===== src/rtl/pawr_pkg.sv =====
// Shared types and constants of the pixel alpha blend writer.
package pawr_pkg;

   // Field widths of the channels.
   localparam int ChanWidth     = 8;
   localparam int PosWidth      = 16;
   localparam int AddrWidth     = 26;
   localparam int RegWidth      = 13;
   localparam int CsrIndexWidth = 8;

   // Register indexes of the configuration port.
   localparam logic [CsrIndexWidth-1:0] REG_FRAME_WIDTH  = 8'd0;
   localparam logic [CsrIndexWidth-1:0] REG_FRAME_HEIGHT = 8'd1;

   // Register reset values.
   localparam logic [RegWidth-1:0] FrameWidthReset  = 13'd640;
   localparam logic [RegWidth-1:0] FrameHeightReset = 13'd480;

   // Request modes: write a pixel, or arm a discard of the next write.
   localparam logic MODE_WRITE = 1'b0;
   localparam logic MODE_ARM   = 1'b1;

   // Full scale of an 8-bit color value.
   localparam logic [ChanWidth-1:0] FullScale = 8'd255;

   // Channel codes, also the order in which the blend visits them.
   localparam logic [1:0] CH_RED   = 2'd0;
   localparam logic [1:0] CH_GREEN = 2'd1;
   localparam logic [1:0] CH_BLUE  = 2'd2;
   localparam logic [1:0] CH_ALPHA = 2'd3;

   // The quotient has eight bits, one per divider step.
   localparam logic [2:0] DivLastStep = 3'd7;

   // Sequencer states.
   typedef enum logic [7:0] {
      ST_IDLE   = 8'b0000_0001,
      ST_ADDR   = 8'b0000_0010,
      ST_KA     = 8'b0000_0100,
      ST_KD     = 8'b0000_1000,
      ST_NUM_S  = 8'b0001_0000,
      ST_NUM_D  = 8'b0010_0000,
      ST_DIV    = 8'b0100_0000,
      ST_FINISH = 8'b1000_0000
   } state_type;

endpackage


===== src/rtl/pawr_channels.sv =====
// Handshake channel interfaces of the pixel alpha blend writer.
interface pawr_req_if;
   import pawr_pkg::*;
   logic                        valid;
   logic                        ready;
   logic                        mode;
   logic signed [PosWidth-1:0]  pos_x;
   logic signed [PosWidth-1:0]  pos_y;
   logic [ChanWidth-1:0]        src_red;
   logic [ChanWidth-1:0]        src_green;
   logic [ChanWidth-1:0]        src_blue;
   logic [ChanWidth-1:0]        src_alpha;
   logic                        blend_enable;
   logic [ChanWidth-1:0]        dst_red;
   logic [ChanWidth-1:0]        dst_green;
   logic [ChanWidth-1:0]        dst_blue;
   logic [ChanWidth-1:0]        dst_alpha;

   modport source (
      output valid, mode, pos_x, pos_y, src_red, src_green, src_blue, src_alpha,
             blend_enable, dst_red, dst_green, dst_blue, dst_alpha,
      input  ready
   );
   modport sink (
      input  valid, mode, pos_x, pos_y, src_red, src_green, src_blue, src_alpha,
             blend_enable, dst_red, dst_green, dst_blue, dst_alpha,
      output ready
   );
endinterface

interface pawr_rsp_if;
   import pawr_pkg::*;
   logic                  valid;
   logic                  ready;
   logic                  write_enable;
   logic [AddrWidth-1:0]  byte_address;
   logic [ChanWidth-1:0]  out_byte0_blue;
   logic [ChanWidth-1:0]  out_byte1_green;
   logic [ChanWidth-1:0]  out_byte2_red;
   logic [ChanWidth-1:0]  out_byte3_alpha;
   logic                  was_discarded;

   modport source (
      output valid, write_enable, byte_address, out_byte0_blue, out_byte1_green,
             out_byte2_red, out_byte3_alpha, was_discarded,
      input  ready
   );
   modport sink (
      input  valid, write_enable, byte_address, out_byte0_blue, out_byte1_green,
             out_byte2_red, out_byte3_alpha, was_discarded,
      output ready
   );
endinterface

interface pawr_csr_if;
   import pawr_pkg::*;
   logic                      valid;
   logic                      ready;
   logic [CsrIndexWidth-1:0]  index;
   logic [RegWidth-1:0]       data;

   modport source (output valid, index, data, input ready);
   modport sink (input valid, index, data, output ready);
endinterface


===== src/rtl/pixel_alpha_blend_writer.sv =====
// Top level of the pixel alpha blend writer: bounds check, address and blend sequencer.
//
// Each request transfer is handled alone by a small sequencer around one shared
// 13 x 16 multiplier and an 8-step restoring divider. A blended in-range write
// keeps the request side busy through the transfer, the address multiply, the two
// alpha weights, two multiplies and eight divider steps for each of the four
// channels, and the finish state. When both alphas are zero the divider is
// skipped. An overwrite goes through the address multiply to the finish state,
// and an arm, a discarded write or an out-of-range position straight to the
// finish state. The finished result sits in an output register, so the next
// request is taken while it waits; the sequencer only holds in its finish state
// when that register is still full. Configuration writes are taken in any cycle;
// one also reaches a request in flight whose address is not yet formed.
module pixel_alpha_blend_writer #(
   parameter int MAX_WIDTH  = 4096,
   parameter int MAX_HEIGHT = 4096
) (
   input  logic        clock,
   input  logic        reset,
   pawr_req_if.sink    req_bus,
   pawr_rsp_if.source  rsp_bus,
   pawr_csr_if.sink    csr_bus
);
   import pawr_pkg::*;

   localparam logic [14:0] MaxWidthC  = 15'(MAX_WIDTH);
   localparam logic [14:0] MaxHeightC = 15'(MAX_HEIGHT);

   // Control state.
   state_type            state_ff, state_in;
   logic                 pend_ff, pend_in;
   logic                 rsp_valid_ff, rsp_valid_in;
   logic [RegWidth-1:0]  width_ff, width_in;
   logic [RegWidth-1:0]  height_ff, height_in;
   logic [1:0]           ch_ff, ch_in;
   logic [2:0]           step_ff, step_in;

   // Item payload and working registers.
   logic [ChanWidth-1:0] src_ff [4];
   logic [ChanWidth-1:0] src_in [4];
   logic [ChanWidth-1:0] dst_ff [4];
   logic [ChanWidth-1:0] dst_in [4];
   logic [12:0]          x_ff, x_in;
   logic [12:0]          y_ff, y_in;
   logic                 blend_ff, blend_in;
   logic                 we_ff, we_in;
   logic                 disc_ff, disc_in;
   logic [23:0]          pix_ff, pix_in;
   logic [15:0]          ka_ff, ka_in;
   logic [15:0]          kd_ff, kd_in;
   logic [16:0]          den_ff, den_in;
   logic [23:0]          acc_ff, acc_in;
   logic [23:0]          rem_ff, rem_in;
   logic [23:0]          dsh_ff, dsh_in;
   logic [7:0]           q_ff, q_in;

   // Output register.
   logic                 o_we_ff, o_we_in;
   logic [AddrWidth-1:0] o_addr_ff, o_addr_in;
   logic [ChanWidth-1:0] o_blue_ff, o_blue_in;
   logic [ChanWidth-1:0] o_green_ff, o_green_in;
   logic [ChanWidth-1:0] o_red_ff, o_red_in;
   logic [ChanWidth-1:0] o_alpha_ff, o_alpha_in;
   logic                 o_disc_ff, o_disc_in;

   // Shared multiplier and helpers.
   logic [12:0]          mul_a;
   logic [15:0]          mul_b;
   logic [28:0]          prod;
   logic [RegWidth-1:0]  width_eff;
   logic [RegWidth-1:0]  height_eff;
   logic                 req_xfer;
   logic                 out_of_range;
   logic                 div_ge;
   logic [7:0]           q_next;
   logic                 out_free;

   assign prod = {16'b0, mul_a} * {13'b0, mul_b};

   // Frame size limited to the largest supported frame.
   assign width_eff  = ({2'b0, width_ff} > MaxWidthC) ? MaxWidthC[12:0] : width_ff;
   assign height_eff = ({2'b0, height_ff} > MaxHeightC) ? MaxHeightC[12:0] : height_ff;

   // Handshakes.
   assign req_bus.ready = state_ff == ST_IDLE;
   assign req_xfer      = req_bus.valid && req_bus.ready;
   assign csr_bus.ready = 1'b1;
   assign out_free      = !rsp_valid_ff || rsp_bus.ready;

   // Bounds check of the incoming position.
   assign out_of_range = req_bus.pos_x[PosWidth-1] || req_bus.pos_y[PosWidth-1]
      || ({1'b0, req_bus.pos_x[14:0]} >= {3'b0, width_eff})
      || ({1'b0, req_bus.pos_y[14:0]} >= {3'b0, height_eff});

   // One restoring divider step.
   assign div_ge = rem_ff >= dsh_ff;
   assign q_next = {q_ff[6:0], div_ge};

   // Configuration writes.
   always_comb begin
      width_in  = width_ff;
      height_in = height_ff;
      if (csr_bus.valid && csr_bus.ready) begin
         case (csr_bus.index)
            REG_FRAME_WIDTH:  width_in  = csr_bus.data;
            REG_FRAME_HEIGHT: height_in = csr_bus.data;
            default: ;
         endcase
      end
   end

   // Sequencer.
   always_comb begin
      state_in     = state_ff;
      pend_in      = pend_ff;
      ch_in        = ch_ff;
      step_in      = step_ff;
      src_in       = src_ff;
      dst_in       = dst_ff;
      x_in         = x_ff;
      y_in         = y_ff;
      blend_in     = blend_ff;
      we_in        = we_ff;
      disc_in      = disc_ff;
      pix_in       = pix_ff;
      ka_in        = ka_ff;
      kd_in        = kd_ff;
      den_in       = den_ff;
      acc_in       = acc_ff;
      rem_in       = rem_ff;
      dsh_in       = dsh_ff;
      q_in         = q_ff;
      mul_a        = '0;
      mul_b        = '0;
      rsp_valid_in = rsp_valid_ff && !rsp_bus.ready;
      o_we_in      = o_we_ff;
      o_addr_in    = o_addr_ff;
      o_blue_in    = o_blue_ff;
      o_green_in   = o_green_ff;
      o_red_in     = o_red_ff;
      o_alpha_in   = o_alpha_ff;
      o_disc_in    = o_disc_ff;

      case (state_ff)
         ST_IDLE: begin
            if (req_xfer) begin
               src_in[CH_RED]   = req_bus.src_red;
               src_in[CH_GREEN] = req_bus.src_green;
               src_in[CH_BLUE]  = req_bus.src_blue;
               src_in[CH_ALPHA] = req_bus.src_alpha;
               dst_in[CH_RED]   = req_bus.dst_red;
               dst_in[CH_GREEN] = req_bus.dst_green;
               dst_in[CH_BLUE]  = req_bus.dst_blue;
               dst_in[CH_ALPHA] = req_bus.dst_alpha;
               x_in     = req_bus.pos_x[12:0];
               y_in     = req_bus.pos_y[12:0];
               blend_in = req_bus.blend_enable;
               we_in    = 1'b0;
               disc_in  = 1'b0;
               state_in = ST_FINISH;
               if (req_bus.mode == MODE_ARM) begin
                  pend_in = 1'b1;
               end else if (pend_ff) begin
                  pend_in = 1'b0;
                  disc_in = 1'b1;
               end else if (!out_of_range) begin
                  we_in    = 1'b1;
                  state_in = ST_ADDR;
               end
            end
         end
         ST_ADDR: begin
            // Pixel index y*width + x; the byte address keeps its low bits.
            mul_a    = width_eff;
            mul_b    = {3'b0, y_ff};
            pix_in   = prod[23:0] + {11'b0, x_ff};
            state_in = blend_ff ? ST_KA : ST_FINISH;
         end
         ST_KA: begin
            // Source weight sa*255.
            mul_a    = {5'b0, src_ff[CH_ALPHA]};
            mul_b    = {8'b0, FullScale};
            ka_in    = prod[15:0];
            state_in = ST_KD;
         end
         ST_KD: begin
            // Destination weight da*(255-sa) and the common denominator.
            mul_a    = {5'b0, dst_ff[CH_ALPHA]};
            mul_b    = {8'b0, FullScale - src_ff[CH_ALPHA]};
            kd_in    = prod[15:0];
            den_in   = {1'b0, ka_ff} + {1'b0, prod[15:0]};
            ch_in    = CH_RED;
            state_in = ST_NUM_S;
         end
         ST_NUM_S: begin
            mul_a    = {5'b0, src_ff[ch_ff]};
            mul_b    = ka_ff;
            acc_in   = prod[23:0];
            state_in = ST_NUM_D;
         end
         ST_NUM_D: begin
            mul_a   = {5'b0, dst_ff[ch_ff]};
            mul_b   = kd_ff;
            rem_in  = acc_ff + prod[23:0];
            dsh_in  = {den_ff, 7'b0};
            q_in    = '0;
            step_in = '0;
            if (den_ff == '0) begin
               // Both alphas zero: the channel is black and transparent.
               src_in[ch_ff] = '0;
               if (ch_ff == CH_ALPHA) begin
                  state_in = ST_FINISH;
               end else begin
                  ch_in    = ch_ff + 2'd1;
                  state_in = ST_NUM_S;
               end
            end else begin
               state_in = ST_DIV;
            end
         end
         ST_DIV: begin
            if (div_ge) begin
               rem_in = rem_ff - dsh_ff;
            end
            q_in    = q_next;
            dsh_in  = dsh_ff >> 1;
            step_in = step_ff + 3'd1;
            if (step_ff == DivLastStep) begin
               src_in[ch_ff] = q_next;
               if (ch_ff == CH_ALPHA) begin
                  state_in = ST_FINISH;
               end else begin
                  ch_in    = ch_ff + 2'd1;
                  state_in = ST_NUM_S;
               end
            end
         end
         ST_FINISH: begin
            // Load the output register once it is free.
            if (out_free) begin
               rsp_valid_in = 1'b1;
               o_we_in      = we_ff;
               o_disc_in    = disc_ff;
               o_addr_in    = we_ff ? {pix_ff, 2'b00} : '0;
               o_blue_in    = we_ff ? src_ff[CH_BLUE] : '0;
               o_green_in   = we_ff ? src_ff[CH_GREEN] : '0;
               o_red_in     = we_ff ? src_ff[CH_RED] : '0;
               o_alpha_in   = we_ff ? src_ff[CH_ALPHA] : '0;
               state_in     = ST_IDLE;
            end
         end
         default: begin
            state_in = ST_IDLE;
         end
      endcase
   end

   // Control registers.
   always_ff @(posedge clock) begin
      if (reset) begin
         state_ff     <= ST_IDLE;
         pend_ff      <= 1'b0;
         rsp_valid_ff <= 1'b0;
         width_ff     <= FrameWidthReset;
         height_ff    <= FrameHeightReset;
         ch_ff        <= CH_RED;
         step_ff      <= '0;
      end else begin
         state_ff     <= state_in;
         pend_ff      <= pend_in;
         rsp_valid_ff <= rsp_valid_in;
         width_ff     <= width_in;
         height_ff    <= height_in;
         ch_ff        <= ch_in;
         step_ff      <= step_in;
      end
   end

   // Payload registers.
   always_ff @(posedge clock) begin
      src_ff     <= src_in;
      dst_ff     <= dst_in;
      x_ff       <= x_in;
      y_ff       <= y_in;
      blend_ff   <= blend_in;
      we_ff      <= we_in;
      disc_ff    <= disc_in;
      pix_ff     <= pix_in;
      ka_ff      <= ka_in;
      kd_ff      <= kd_in;
      den_ff     <= den_in;
      acc_ff     <= acc_in;
      rem_ff     <= rem_in;
      dsh_ff     <= dsh_in;
      q_ff       <= q_in;
      o_we_ff    <= o_we_in;
      o_addr_ff  <= o_addr_in;
      o_blue_ff  <= o_blue_in;
      o_green_ff <= o_green_in;
      o_red_ff   <= o_red_in;
      o_alpha_ff <= o_alpha_in;
      o_disc_ff  <= o_disc_in;
   end

   // Response channel.
   assign rsp_bus.valid           = rsp_valid_ff;
   assign rsp_bus.write_enable    = o_we_ff;
   assign rsp_bus.byte_address    = o_addr_ff;
   assign rsp_bus.out_byte0_blue  = o_blue_ff;
   assign rsp_bus.out_byte1_green = o_green_ff;
   assign rsp_bus.out_byte2_red   = o_red_ff;
   assign rsp_bus.out_byte3_alpha = o_alpha_ff;
   assign rsp_bus.was_discarded   = o_disc_ff;

endmodule

===== src/flat_wrapper.sv =====
// flat-port wrapper written by rule: the top's interface ports become plain ports
module pixel_alpha_blend_writer_flat import pawr_pkg::*;
#(
   parameter int MAX_WIDTH  = 4096,
   parameter int MAX_HEIGHT = 4096
)
  (clock, reset, req_bus_valid, req_bus_mode, req_bus_pos_x, req_bus_pos_y, req_bus_src_red, req_bus_src_green, req_bus_src_blue, req_bus_src_alpha, req_bus_blend_enable, req_bus_dst_red, req_bus_dst_green, req_bus_dst_blue, req_bus_dst_alpha, req_bus_ready, rsp_bus_valid, rsp_bus_write_enable, rsp_bus_byte_address, rsp_bus_out_byte0_blue, rsp_bus_out_byte1_green, rsp_bus_out_byte2_red, rsp_bus_out_byte3_alpha, rsp_bus_was_discarded, rsp_bus_ready, csr_bus_valid, csr_bus_index, csr_bus_data, csr_bus_ready);
  pawr_req_if req_bus_i ();
  pawr_rsp_if rsp_bus_i ();
  pawr_csr_if csr_bus_i ();
  input  logic clock;
  input  logic reset;
  input wire logic [$bits(req_bus_i.valid)-1:0] req_bus_valid;
  input wire logic [$bits(req_bus_i.mode)-1:0] req_bus_mode;
  input wire logic [$bits(req_bus_i.pos_x)-1:0] req_bus_pos_x;
  input wire logic [$bits(req_bus_i.pos_y)-1:0] req_bus_pos_y;
  input wire logic [$bits(req_bus_i.src_red)-1:0] req_bus_src_red;
  input wire logic [$bits(req_bus_i.src_green)-1:0] req_bus_src_green;
  input wire logic [$bits(req_bus_i.src_blue)-1:0] req_bus_src_blue;
  input wire logic [$bits(req_bus_i.src_alpha)-1:0] req_bus_src_alpha;
  input wire logic [$bits(req_bus_i.blend_enable)-1:0] req_bus_blend_enable;
  input wire logic [$bits(req_bus_i.dst_red)-1:0] req_bus_dst_red;
  input wire logic [$bits(req_bus_i.dst_green)-1:0] req_bus_dst_green;
  input wire logic [$bits(req_bus_i.dst_blue)-1:0] req_bus_dst_blue;
  input wire logic [$bits(req_bus_i.dst_alpha)-1:0] req_bus_dst_alpha;
  output wire logic [$bits(req_bus_i.ready)-1:0] req_bus_ready;
  output wire logic [$bits(rsp_bus_i.valid)-1:0] rsp_bus_valid;
  output wire logic [$bits(rsp_bus_i.write_enable)-1:0] rsp_bus_write_enable;
  output wire logic [$bits(rsp_bus_i.byte_address)-1:0] rsp_bus_byte_address;
  output wire logic [$bits(rsp_bus_i.out_byte0_blue)-1:0] rsp_bus_out_byte0_blue;
  output wire logic [$bits(rsp_bus_i.out_byte1_green)-1:0] rsp_bus_out_byte1_green;
  output wire logic [$bits(rsp_bus_i.out_byte2_red)-1:0] rsp_bus_out_byte2_red;
  output wire logic [$bits(rsp_bus_i.out_byte3_alpha)-1:0] rsp_bus_out_byte3_alpha;
  output wire logic [$bits(rsp_bus_i.was_discarded)-1:0] rsp_bus_was_discarded;
  input wire logic [$bits(rsp_bus_i.ready)-1:0] rsp_bus_ready;
  input wire logic [$bits(csr_bus_i.valid)-1:0] csr_bus_valid;
  input wire logic [$bits(csr_bus_i.index)-1:0] csr_bus_index;
  input wire logic [$bits(csr_bus_i.data)-1:0] csr_bus_data;
  output wire logic [$bits(csr_bus_i.ready)-1:0] csr_bus_ready;
  assign req_bus_i.valid = req_bus_valid;
  assign req_bus_i.mode = req_bus_mode;
  assign req_bus_i.pos_x = req_bus_pos_x;
  assign req_bus_i.pos_y = req_bus_pos_y;
  assign req_bus_i.src_red = req_bus_src_red;
  assign req_bus_i.src_green = req_bus_src_green;
  assign req_bus_i.src_blue = req_bus_src_blue;
  assign req_bus_i.src_alpha = req_bus_src_alpha;
  assign req_bus_i.blend_enable = req_bus_blend_enable;
  assign req_bus_i.dst_red = req_bus_dst_red;
  assign req_bus_i.dst_green = req_bus_dst_green;
  assign req_bus_i.dst_blue = req_bus_dst_blue;
  assign req_bus_i.dst_alpha = req_bus_dst_alpha;
  assign req_bus_ready = req_bus_i.ready;
  assign rsp_bus_valid = rsp_bus_i.valid;
  assign rsp_bus_write_enable = rsp_bus_i.write_enable;
  assign rsp_bus_byte_address = rsp_bus_i.byte_address;
  assign rsp_bus_out_byte0_blue = rsp_bus_i.out_byte0_blue;
  assign rsp_bus_out_byte1_green = rsp_bus_i.out_byte1_green;
  assign rsp_bus_out_byte2_red = rsp_bus_i.out_byte2_red;
  assign rsp_bus_out_byte3_alpha = rsp_bus_i.out_byte3_alpha;
  assign rsp_bus_was_discarded = rsp_bus_i.was_discarded;
  assign rsp_bus_i.ready = rsp_bus_ready;
  assign csr_bus_i.valid = csr_bus_valid;
  assign csr_bus_i.index = csr_bus_index;
  assign csr_bus_i.data = csr_bus_data;
  assign csr_bus_ready = csr_bus_i.ready;
  pixel_alpha_blend_writer #(.MAX_WIDTH(MAX_WIDTH), .MAX_HEIGHT(MAX_HEIGHT)) u_core (.clock(clock), .reset(reset), .req_bus(req_bus_i), .rsp_bus(rsp_bus_i), .csr_bus(csr_bus_i));
endmodule

===== config.mk =====
export PLATFORM = sky130hd
export DESIGN_NAME = pixel_alpha_blend_writer_flat
export DESIGN_NICKNAME = d
export VERILOG_FILES = /design/src/rtl/pawr_pkg.sv /design/src/rtl/pawr_channels.sv /design/src/rtl/pixel_alpha_blend_writer.sv /design/src/flat_wrapper.sv
export SDC_FILE = /design/constraint.sdc
export NUM_CORES = 1
export LEC_CHECK = 0
export BUFFER_PORTS_ARGS = -buffer_cell sky130_fd_sc_hd__buf_2
export CAP_MARGIN = 5
export CORE_ASPECT_RATIO = 1.1
export CORE_MARGIN = 2
export CORE_UTILIZATION = 55
export DETAILED_ROUTE_END_ITERATION = 10
export PLACE_DENSITY = 0.77
export SLEW_MARGIN = 20
export SYNTH_ARGS = -nofsm -noshare
export SYNTH_HDL_FRONTEND = slang
export SYNTH_SLANG_ARGS = --single-unit

===== constraint.sdc =====
create_clock -name clock -period 8.59 [get_ports clock]
set_input_delay 1.718 -clock clock [delete_from_list [all_inputs] [get_ports clock]]
set_output_delay 1.718 -clock clock [all_outputs]
set_load 0.005 [all_outputs]

; Word-level counts from Yosys, hierarchy flattened
; Index checks and enable logic that the tools add are counted.
[classes]
addsub = 7
n_mul = 1
n_lt_le_gt_ge = 7
eq_ne = 16
mux = 41
bitwise_logic = 3
reduce_logical = 23
[op_table]
columns = operator, n
row1 = $mux 8, 14
row2 = $mux 32, 3
row3 = $pmux 24 s2, 2
row4 = $pmux 32 s3, 1
row5 = $pmux 16 s5, 1
row6 = $pmux 13 s5, 1
row7 = $pmux 8 s8, 1
row8 = $and 32x32->32, 1
row9 = $bmux 8 s2, 2
row10 = $bwmux 32, 1
row11 = $not 32->32, 1
row12 = $ge 15x13->1, 2
row13 = $gt 13x13->1 const B, 2
row14 = $mux 13, 2
row15 = $add 24x13->24, 1
row16 = $add 24x24->24, 1
row17 = $ge 24x24->1, 1
row18 = $mul 13x16->24, 1
row19 = $mux 24, 1
row20 = $sub 24x24->24, 1
row21 = $add 16x16->17, 1
row22 = $logic_not 17->1, 1
row23 = $demux 8 s2, 1
row24 = $eq 8x1->1 const B, 2
row25 = 32 further kinds, 53
[word_totals]
regBits = 346
inputBits = 124
output_inout_bits = 63
word_cells = 134

; Longest topological paths before layout
; Gate-level depths: netlist (run 1).
[logic_depth]
depth_word = 10
depth_mapped = 36
depth_no_buf = 34

; Worst setup path before layout (run 1)
; No wires, ideal clock.
[synth_path]
path_type = register to register
startpoint = reg u_core.state_ff[0]
endpoint = reg u_core.rem_ff[22] (data pin)
setup_time_ns = 0.268
t_arrival_ns = 8.594
required_time_ns = 8.322
setup_slack_ns = -0.273
stages_incl_launch_ff = 34
path_buffers = 4
period_less_slack_ns = 8.863
cell_sequence = dfxtp_1 -> nor4_4 -> and4b_1 -> clkbuf_1 -> clkbuf_1 -> buf_1 -> a22oi_1 -> and2_1 -> nor2_1 -> fa_1 -> inv_1 -> fa_1 -> inv_1 -> fa_1 -> fa_1 -> inv_1 -> fa_1 -> inv_1 -> ha_1 -> clkbuf_1 -> a21o_1 -> a21o_1 -> a21oi_1 -> o21ai_2 -> a41o_1 -> o311ai_1 -> ha_1 -> a21o_1 -> a21oi_1 -> o21ai_0 -> a21oi_1 -> xnor2_1 -> nand2_1 -> o21ai_0
[synth_between]
elab_chain_cells = 5
word_cells_on_any_way = 11
cone_classes = add/sub (1) / mul (1) / eq/ne (6) / mux (3)
[synth_lines]
columns = element, line_no
row1 = from (decl), pixel_alpha_blend_writer.sv:30  ; state_type state_ff, state_in;
row2 = from (signal assigned), pixel_alpha_blend_writer.sv:269  ; state_ff <= state_in;
row3 = "$eq 8x6->1, or another cell as far along", pixel_alpha_blend_writer.sv:144  ; case (state_ff)
row4 = $pmux 13 s5 / $pmux 16 s5 (equally long branches), pixel_alpha_blend_writer.sv:144
row5 = $mul 13x16->24 (*), pixel_alpha_blend_writer.sv:78  ; assign prod = {16'b0, mul_a} * {13'b0, mul_b};
row6 = net u_core.prod[19], pixel_alpha_blend_writer.sv:69  ; logic [28:0] prod;
row7 = $add 24x24->24 (*), pixel_alpha_blend_writer.sv:204  ; rem_in = acc_ff + prod[23:0];
row8 = $pmux 24 s2 (*), pixel_alpha_blend_writer.sv:144
row9 = net u_core.rem_in[22], pixel_alpha_blend_writer.sv:53  ; logic [23:0] rem_ff, rem_in;
row10 = to (signal assigned), pixel_alpha_blend_writer.sv:293  ; rem_ff <= rem_in;
row11 = to (decl), pixel_alpha_blend_writer.sv:53
; Mark *: on every way through the listed nets, which the timed path passes. The rest lies on a longest branch.
; A chain may end at the register's enable or synchronous reset.

; Worst setup path after layout (run 1)
[layout_path]
startpoint = reg u_core.ch_ff[0]
endpoint = reg u_core.rem_ff[23] (data pin)
[layout_between]
elab_chain_cells = 8
word_cells_on_any_way = 11
cone_classes = add/sub (1) / mul (1) / mux (8) / bitwise (1)
[layout_lines]
columns = element, line_no
row1 = from (decl), pixel_alpha_blend_writer.sv:35  ; logic [1:0] ch_ff, ch_in;
row2 = from (signal assigned), pixel_alpha_blend_writer.sv:274  ; ch_ff <= ch_in;
row3 = $not 2->3 (implied by the code) (*), "pixel_alpha_blend_writer.sv:196, pixel_alpha_blend_writer.sv:202"
row4 = "$bmux 8 s2, on equally long branches", "pixel_alpha_blend_writer.sv:202, pixel_alpha_blend_writer.sv:196"
row5 = "$mux 8, on equally long branches (2 in a row)", "pixel_alpha_blend_writer.sv:202, pixel_alpha_blend_writer.sv:196"
row6 = $pmux 13 s5 (*), pixel_alpha_blend_writer.sv:144
row7 = $mul 13x16->24 (*), pixel_alpha_blend_writer.sv:78
row8 = net u_core.prod[12], pixel_alpha_blend_writer.sv:69
row9 = $add 24x24->24 (*), pixel_alpha_blend_writer.sv:204
row10 = $pmux 24 s2 (*), pixel_alpha_blend_writer.sv:144
row11 = net u_core.rem_in[23], pixel_alpha_blend_writer.sv:53
; Mark *: on every way through the listed nets, which the timed path passes. The rest lies on a longest branch. The select of a mux whose other input is x is not followed.

==> results of run 1 <==
==> power groups by stage <==
stage / clock [mW] / combinational [mW] / sequential [mW]
global placement: 0 / 0.165 / 1.93
detailed placement: 0 / 0.170 / 1.93
finish: 1.55 / 0.175 / 1.90
global route: 1.63 / 0.190 / 1.90
CTS: 1.57 / 0.172 / 1.89
floorplan: 0 / 0.0889 / 1.92
==> kinds of logic (layout without fill, tap and decap cells) <==
logic type / count (synthesis) / after routing / share of synthesized area [%]
compound gates: 360 / 360 / 10.1
buf+inv: 319 / 556 / 5.18
flops: 344 / 344 / 42.3
mux: 61 / 61 / 3.46
other cells: 2 / 6 / 0.0320
simple gates: 696 / 696 / 14.0
xor+xnor: 94 / 94 / 3.51
fa+ha+maj: 312 / 312 / 21.5
==> routing by layer <==
layer	track usage (%)	share of wire, %	wire length (um)	vias up
li1	-	-	-	7984
met1	36.6	41	25200	8650
met2	49.8	50	30500	637
met3	3.14	5.7	3510	144
met4	10.5	3.4	2120	0
met5	0	0	0	-
==> flip-flops by register name, indices dropped and copies added (netlist names), 16 cells and up <==
| name | count |
|---|---|
| u_core.src_ff | 32 |
| u_core.rsp_bus.byte_address | 24 |
| u_core.den_ff | 17 |
| u_core.pix_ff | 24 |
| u_core.dst_ff | 32 |
| u_core.kd_ff | 16 |
| u_core.acc_ff | 24 |
| u_core.rem_ff | 24 |
| u_core.ka_ff | 16 |
| u_core.dsh_ff | 24 |
==> per-stage QoR <==
step	total power [mW]	worst slack, ns	util [%]	setup TNS, ns
finish	3.62	0.411	63.2	0
global route	3.72	-0.0249	63.2	-0.0402
CTS	3.64	0.0602	62.8	0
detailed placement	2.10	0.107	60.0	0
global placement	2.09	0.169	60.0	0
floorplan	2.01	0.0891	-	0
==> what timing repair did <==
action / 4_1_cts / 5_1_grt
buffers inserted: 0 / 9
endpoints found under the setup margin: 2 / 14
resized for setup: 2 / 36
pin swaps: 0 / 8
==> synthesized netlist by cell type, types with 16 or more instances <==
cell type	instances
nand3_1	29
nor2_1	190
nand2_1	244
nor2b_1	26
a21o_1	34
xnor2_1	60
mux2i_1	45
o21ai_0	89
a21oi_1	78
edfxtp_1	303
inv_1	237
a22oi_1	28
nor3_1	19
xor2_1	34
clkbuf_1	62
and2_1	70
o21a_1	17
nand2b_1	35
ha_1	162
mux4_2	16
dfxtp_1	41
fa_1	150
==> final timing paths <==
check / endpoint / cells after the start / startpoint / slack, ns
hold reg to reg: u_core.rsp_bus.was_discarded / 0 / u_core.disc_ff / 0.44
setup / recovery: u_core.rem_ff[23] / 33 / u_core.ch_ff[0] / 0.41
setup reg to reg: u_core.rem_ff[23] / 33 / u_core.ch_ff[0] / 0.41
hold / removal: u_core.rsp_bus.was_discarded / 0 / u_core.disc_ff / 0.44
==> worst reg2reg max path: cells and delay by family, from the launching register on <==
family	cells	cell delay [ns]
compound gates	14	2.64
xor+xnor	1	0.14
fa+ha+maj	7	3.16
buf+inv	5	0.37
flops	1	0.41
mux	1	0.56
simple gates	5	0.66
==> cell type report <==
cell class | instances | area, um2
tap | 567 | 709
clock buffer | 41 | 941
sequential | 344 | 9920
timing repair buffer | 255 | 1530
inverter | 239 | 898
clock inverter | 21 | 214
fill | 3345 | 15500
multi-input combinational | 1529 | 12500
==> impl_metrics.json, run 1 <==
{
  "pin_count": 187,
  "critPathMaxFanout": 16,
  "end_kind": "register",
  "synth_edf_count": 303,
  "intPower_mw": 2.82,
  "maxCapViolations": 0,
  "vias": 17400,
  "synth_cells": 2188,
  "synth_top_area_share_pct": 38.8,
  "netSwitchingFraction_pct": 22.1,
  "async_flop_share_pct": 0,
  "htreeDepth": 2,
  "clockBufferDepth": 3,
  "n_antenna_cell": 0,
  "post-route-min-period_ns": 8.18,
  "p_switching_mw": 0.800,
  "grt_pass1_wl_um": 97500,
  "clkSinkCount": 344,
  "power_density_nw_per_um2": 136,
  "dp.cells": 2925,
  "numCtsBuffers": 36,
  "firstDrtPassIters": 6,
  "yosys_warnings": 0,
  "clock_latency_ns": 0.57,
  "routedWlPerCell_um": 20.5,
  "synth.avg_cell_area_um2": 10.7,
  "whs_ns": 0.438,
  "antenna_found_initial": 0,
  "combPwrFrac_pct": 4.8,
  "max-slew-margin-rel_pct": 28.0,
  "syn_area_um2": 23400,
  "grt_max_degree": 78,
  "worstPathRequired_ns": 8.96,
  "final_common_cell": "edfxtp_1",
  "yosysTopAreaCell": "edfxtp_1",
  "fin_cells": 2996,
  "setup_viol": 0,
  "clkPwrFrac_pct": 42.8,
  "status": "completed",
  "peakVddDrop_mv": 0.138,
  "grt_pass1_vias": 18000,
  "numPortBuffers": 183,
  "drv_slew": 0,
  "place_hpwl_um": 47700,
  "cp_slowest_cell": "mux4_2",
  "gp_congestion": 0.938,
  "final_hold_viol_count": 0,
  "synth_area_leaders": "edfxtp_1 (39%), fa_1 (13%), ha_1 (8.6%)",
  "core_area_um2": 42200,
  "skew_ns": 0.0321,
  "most-common-layout-cells": "edfxtp_1 (303), nand2_1 (242), inv_1 (236)",
  "wl_um": 61300,
  "min_path_type": "reg -> reg",
  "tightest_slew_ns": 1.07,
  "synth-seq-cells": 344,
  "dieArea_um2": 44300,
  "yosysSeqAreaShare_pct": 42.3,
  "critical_path_class": "reg -> reg",
  "grt_remaining_overflow": 0,
  "p_seq_share_pct": 52.3,
  "period_share_pct": 95.2,
  "critical-path-top-delay-family": "adder cells",
  "drt_iter0_markers": 1352,
  "vias_per_cell": 5.81,
  "final_nets": 2841,
  "cp_slowest_stage_delay_ns": 0.56,
  "grt_usage_pct": 28.4,
  "start_kind": "register",
  "timing.fmax_ghz": 0.122,
  "ant_nets": 0,
  "root_buffer": "clkbuf_16",
  "cts_tree": "yes",
  "drive_gt1_share_pct": 15.4,
  "synth.distinct_cells": 76,
  "placedInstanceArea_um2": 25300,
  "p_leak_nw": 11.5,
  "synth_flop_cell": "edfxtp_1",
  "start_util_pct": 55.6,
  "area_growth_pct": 13.8,
  "crit_top_cell": "fa_1",
  "cts_hold_buf": 0,
  "cts.clk_slew.worst_paths_ns": 0.07,
  "fp.dieW_um": 201,
  "cp.arrival_ns": 8.55,
  "die_h_um": 221,
  "remaining_drc_errors": 0,
  "rows": 79,
  "finish.instance_area_um2": 26700,
  "cp_num_buf_inv": 5
}
No activity file was read; power rests on OpenSTA's default activity.
==> inputs of run 2 (changes only) <==
--- a/config.mk
+++ b/config.mk
@@ -7,11 +7,12 @@
 export LEC_CHECK = 0
 export BUFFER_PORTS_ARGS = -buffer_cell sky130_fd_sc_hd__buf_2
 export CAP_MARGIN = 5
+export CELL_PAD_IN_SITES_DETAIL_PLACEMENT = 1
+export CELL_PAD_IN_SITES_GLOBAL_PLACEMENT = 2
 export CORE_ASPECT_RATIO = 1.1
-export CORE_MARGIN = 2
-export CORE_UTILIZATION = 55
+export CORE_UTILIZATION = 37
 export DETAILED_ROUTE_END_ITERATION = 10
-export PLACE_DENSITY = 0.77
+export PLACE_DENSITY = 0.78
 export SLEW_MARGIN = 20
 export SYNTH_ARGS = -nofsm -noshare
 export SYNTH_HDL_FRONTEND = slang
==> impl_metrics.json, run 2 (synthesized netlist as in run 1, its figures left out) <==
{
  "gp_congestion": 0.889,
  "cp_slowest_cell": "fa_1",
  "routedWlPerCell_um": 21.5,
  "final_common_cell": "edfxtp_1",
  "peakVddDrop_mv": 0.0953,
  "clockBufferDepth": 3,
  "netSwitchingFraction_pct": 23.3,
  "pre_cts_slack_ns": 0.109,
  "clkPwrFrac_pct": 44.0,
  "skew_ns": 0.0394,
  "grt_pass1_wl_um": 110000,
  "final_nets": 2869,
  "status": "completed",
  "tightest_slew_ns": 1.09,
  "drt_iter0_markers": 887,
  "power_density_nw_per_um2": 137,
  "cts.clk_slew.worst_paths_ns": 0.06,
  "grt_remaining_overflow": 0,
  "tns_ns": 0,
  "period_share_pct": 95.4,
  "post-route-min-period_ns": 8.19,
  "numCtsBuffers": 40,
  "critPathMaxFanout": 14,
  "critical-path-top-delay-family": "adder cells",
  "vias_per_cell": 5.20,
  "clkSinkCount": 344,
  "grt_max_degree": 78,
  "end_kind": "register",
  "most-common-layout-cells": "edfxtp_1 (303), nand2_1 (243), inv_1 (236)",
  "p_leak_nw": 11.7,
  "clock_latency_ns": 0.58,
  "cts_tree": "yes",
  "rows": 96,
  "min_path_type": "reg -> reg",
  "pin_count": 187,
  "vias": 17200,
  "wl_um": 71000,
  "drive_gt1_share_pct": 16.3,
  "antenna_found_initial": 4,
  "combPwrFrac_pct": 5.1,
  "timing.fmax_ghz": 0.122,
  "grt_pass1_vias": 18900,
  "intPower_mw": 2.86,
  "max-slew-margin-rel_pct": 26.8,
  "grt_usage_pct": 22.1,
  "fp.dieW_um": 242,
  "die_h_um": 266,
  "cts_hold_buf": 0,
  "min_path_cells": 0,
  "worstPathRequired_ns": 8.86,
  "p_switching_mw": 0.868,
  "place_hpwl_um": 56700,
  "cp_num_buf_inv": 7,
  "start_util_pct": 37.5,
  "drv_slew": 0,
  "crit_top_cell": "fa_1",
  "crit_cells": 36,
  "start_kind": "register",
  "root_buffer": "clkbuf_16",
  "firstDrtPassIters": 8,
  "critical_path_class": "reg -> reg",
  "numPortBuffers": 183,
  "htreeDepth": 2,
  "setup_ws_ns": 0.397,
  "area_growth_pct": 16.3,
  "dp.cells": 3206,
  "remaining_drc_errors": 0,
  "top_regs": "u_core.dst_ff (32), u_core.src_ff (32)",
  "cp.arrival_ns": 8.46,
  "fin_cells": 3301,
  "final_hold_viol_count": 0,
  "setup_viol": 0,
  "cp_slowest_stage_delay_ns": 0.56,
  "dieArea_um2": 64400,
  "reg2regPathDepth": 36,
  "ant_nets": 0,
  "p_seq_share_pct": 50.9,
  "maxCapViolations": 0,
  "core_area_um2": 62500
}
[run 2: cell types whose count changed in the layout (fill, tap and decap cells not counted), moves of 3 or more]
cell,change
buf_12,-3
a21oi_1,+4
buf_4,+27
clkbuf_1,+7
a21oi_2,-4
diode_2,+3
clkbuf_16,+4
[run 2: layer usage]
metal	GRT usage, %	up-vias	share of wire [%]
met5	0	-	0
met3	2.59	119	3.1
met1	27.2	8694	43
met2	39.9	295	51
met4	8.13	0	3.4
li1	-	8061	-
[run 2: worst paths after layout]
kind / slack, ns / startpoint / to
worst min-delay path: 0.42 / u_core.disc_ff / u_core.rsp_bus.was_discarded
worst max-delay path: 0.40 / u_core.state_ff[7] / u_core.rem_ff[19]
worst min register to register: 0.42 / u_core.disc_ff / u_core.rsp_bus.was_discarded
worst max register to register: 0.40 / u_core.state_ff[7] / u_core.rem_ff[19]
[run 2: what timing repair did]
item / in CTS / in global routing
setup endpoints to repair: 0 / 19
gates resized for setup: 0 / 31
hold endpoints to repair: 0 / 0
setup buffers: 0 / 17
[run 2: per-stage QoR]
step / util [%] / power, mW / instance area (um2) / hold slack [ns]
after global routing: 43.7 / 3.84 / 27300 / 0.441
after global placement: 41.2 / 2.12 / 25700 / 0.412
after detailed placement: 41.2 / 2.12 / 25700 / 0.422
final: 43.7 / 3.73 / 27300 / 0.419
after floorplan: - / 2.01 / 23500 / 0.400
after CTS: 43.2 / 3.77 / 27000 / 0.427
[run 2: worst reg2reg max path, delay by kind of cell, from the launching register on]
kind                       cells  cell delay [ns]
and+or+nand+nor                6             0.81
xor gates and xnor gates       2             0.18
adders and majority gates      7             3.20
buffers and inverters          7             0.76
AOI/OAI and AO/OA             14             2.56
DFF                            1             0.39
[run 2: area by class of cell]
cell class,count,area (um2)
Fill cell,6998,35200
Multi-Input combinational cell,1530,12500
Sequential cell,344,9930
Timing Repair Buffer,278,1650
Clock buffer,52,1070
Tap cell,833,1040
Inverter,239,898
Clock inverter,22,173
Antenna cell,3,7.51
[run 2: power by group through the flow]
stage | logic [mW] | registers [mW] | clock network, mW
floorplan | 0.0889 | 1.92 | 0
global placement | 0.185 | 1.93 | 0
detailed placement | 0.190 | 1.93 | 0
CTS | 0.192 | 1.90 | 1.68
global route | 0.206 | 1.90 | 1.73
finish | 0.191 | 1.90 | 1.64
==> inputs of run 3 (changes only) <==
--- a/config.mk
+++ b/config.mk
@@ -12,7 +12,7 @@
 export CORE_ASPECT_RATIO = 1.1
 export CORE_UTILIZATION = 37
 export DETAILED_ROUTE_END_ITERATION = 10
-export PLACE_DENSITY = 0.78
+export PLACE_DENSITY = 0.87
 export SLEW_MARGIN = 20
 export SYNTH_ARGS = -nofsm -noshare
 export SYNTH_HDL_FRONTEND = slang
==> impl_metrics.json, run 3 (synthesized netlist as in run 1, its figures left out) <==
{
  "netSwitchingFraction_pct": 22.3,
  "tightest_slew_ns": 0.909,
  "multi_input_area_um2": 12500,
  "start_util_pct": 37.5,
  "clkPwrFrac_pct": 45.6,
  "cp_slowest_stage_delay_ns": 0.51,
  "core_area_um2": 62500,
  "peakVddDrop_mv": 0.117,
  "power_density_nw_per_um2": 140,
  "max-slew-margin-rel_pct": 39.2,
  "min_path_type": "reg -> reg",
  "firstDrtPassIters": 4,
  "grt_max_degree": 78,
  "gp_congestion": 0.892,
  "root_buffer": "clkbuf_16",
  "maxCapViolations": 0,
  "dieArea_um2": 64400,
  "pre_cts_slack_ns": -0.253,
  "drt_iter0_markers": 924,
  "most-common-layout-cells": "edfxtp_1 (303), nand2_1 (241), inv_1 (235)",
  "intPower_mw": 2.97,
  "clockBufferDepth": 3,
  "cts.clk_slew.worst_paths_ns": 0.06,
  "cp.arrival_ns": 8.58,
  "fin_cells": 3302,
  "final_hold_viol_count": 0,
  "wl_um": 71000,
  "register_area_um2": 9920,
  "timing.fmax_ghz": 0.120,
  "numPortBuffers": 183,
  "finish.instance_area_um2": 27400,
  "final_common_cell": "edfxtp_1",
  "dp.cells": 3206,
  "p_switching_mw": 0.856,
  "vias_per_cell": 5.26,
  "remaining_drc_errors": 0,
  "grt_remaining_overflow": 0,
  "ant_nets": 0,
  "antenna_found_initial": 1,
  "top_regs": "u_core.dst_ff (32), u_core.src_ff (32)",
  "cp_slowest_cell": "fa_1",
  "setup_ws_ns": 0.268,
  "combPwrFrac_pct": 4.8,
  "status": "completed",
  "skew_ns": 0.0505,
  "area_growth_pct": 16.9,
  "fp.dieW_um": 242,
  "end_kind": "register",
  "clkSinkCount": 344,
  "p_seq_share_pct": 49.6,
  "p_leak_nw": 11.7,
  "final_nets": 2871,
  "n_fill_cell": 6964,
  "start_kind": "register",
  "setup_viol": 0,
  "numCtsBuffers": 38,
  "cts_hold_buf": 0,
  "clock_latency_ns": 0.59,
  "critPathMaxFanout": 7,
  "drv_slew": 0,
  "routedWlPerCell_um": 21.5,
  "grt_usage_pct": 22.2,
  "die_h_um": 266,
  "place_hpwl_um": 56500,
  "period_share_pct": 96.9,
  "grt_pass1_vias": 19100,
  "pin_count": 187,
  "post-route-min-period_ns": 8.32,
  "vias": 17400,
  "rows": 96,
  "worstPathRequired_ns": 8.85,
  "critical_path_class": "reg -> reg",
  "drive_gt1_share_pct": 16.7,
  "placedInstanceArea_um2": 25800,
  "grt_pass1_wl_um": 110000,
  "cts_tree": "yes",
  "htreeDepth": 2
}
-- run 3: final cells by class --
| cell class | instances | area share (%) |
|---|---|---|
| sequential | 344 | 36.2 |
| timing repair buffer | 283 | 6.29 |
| inverter | 239 | 3.29 |
| clock inverter | 25 | 1.26 |
| antenna | 4 | 0.0365 |
| clock buffer | 45 | 3.56 |
| multi-input combinational | 1529 | 45.6 |
| tap | 833 | 3.80 |
-- run 3: what timing repair did --
item,in CTS,in global routing
pin swaps,1,8
setup buffers,1,21
resized for setup,4,31
endpoints found under the setup margin,9,18
cloned,0,0
-- run 3: power by group through the flow --
stage | clock [mW] | combinational [mW] | sequential, mW
after global routing | 1.83 | 0.198 | 1.90
after floorplan | 0 | 0.0889 | 1.92
after global placement | 0 | 0.174 | 1.93
after CTS | 1.78 | 0.182 | 1.90
after detailed placement | 0 | 0.180 | 1.94
final | 1.75 | 0.183 | 1.90
-- run 3: metal layers --
layer | share of wire (%) | vias to the layer above | track usage, %
met5 | 0 | - | 0
met3 | 3.2 | 107 | 2.18
met2 | 52 | 340 | 40.8
li1 | - | 8043 | -
met4 | 3.2 | 0 | 7.13
met1 | 42 | 8882 | 27.2
-- run 3: critical path: cells and delay by family, from the launching register on --
kind	cells	cell delay (ns)
AOI/OAI and AO/OA	13	2.42
xor gates and xnor gates	2	0.28
adders and majority gates	7	3.10
buffers and inverters	8	0.94
DFF	1	0.38
and+or+nand+nor	4	0.85
-- run 3: final timing paths --
path              slack (ns)                      endpoint  cells after the start               start
hold reg to reg         0.44  u_core.rsp_bus.was_discarded                      0      u_core.disc_ff
hold / removal          0.44  u_core.rsp_bus.was_discarded                      0      u_core.disc_ff
setup / recovery        0.27             u_core.rem_ff[22]                     34  u_core.state_ff[6]
setup reg to reg        0.27             u_core.rem_ff[22]                     34  u_core.state_ff[6]
-- run 3: stage by stage --
step / utilization [%] / hold slack (ns) / setup TNS, ns / total power, mW
5_1_grt: 43.9 / 0.442 / -0.0868 / 3.93
2_1_floorplan: - / 0.400 / 0 / 2.01
4_1_cts: 43.4 / 0.443 / 0 / 3.86
3_3_place_gp: 41.3 / 0.435 / 0 / 2.11
6_report: 43.9 / 0.440 / 0 / 3.83
3_5_place_dp: 41.3 / 0.428 / -0.580 / 2.12
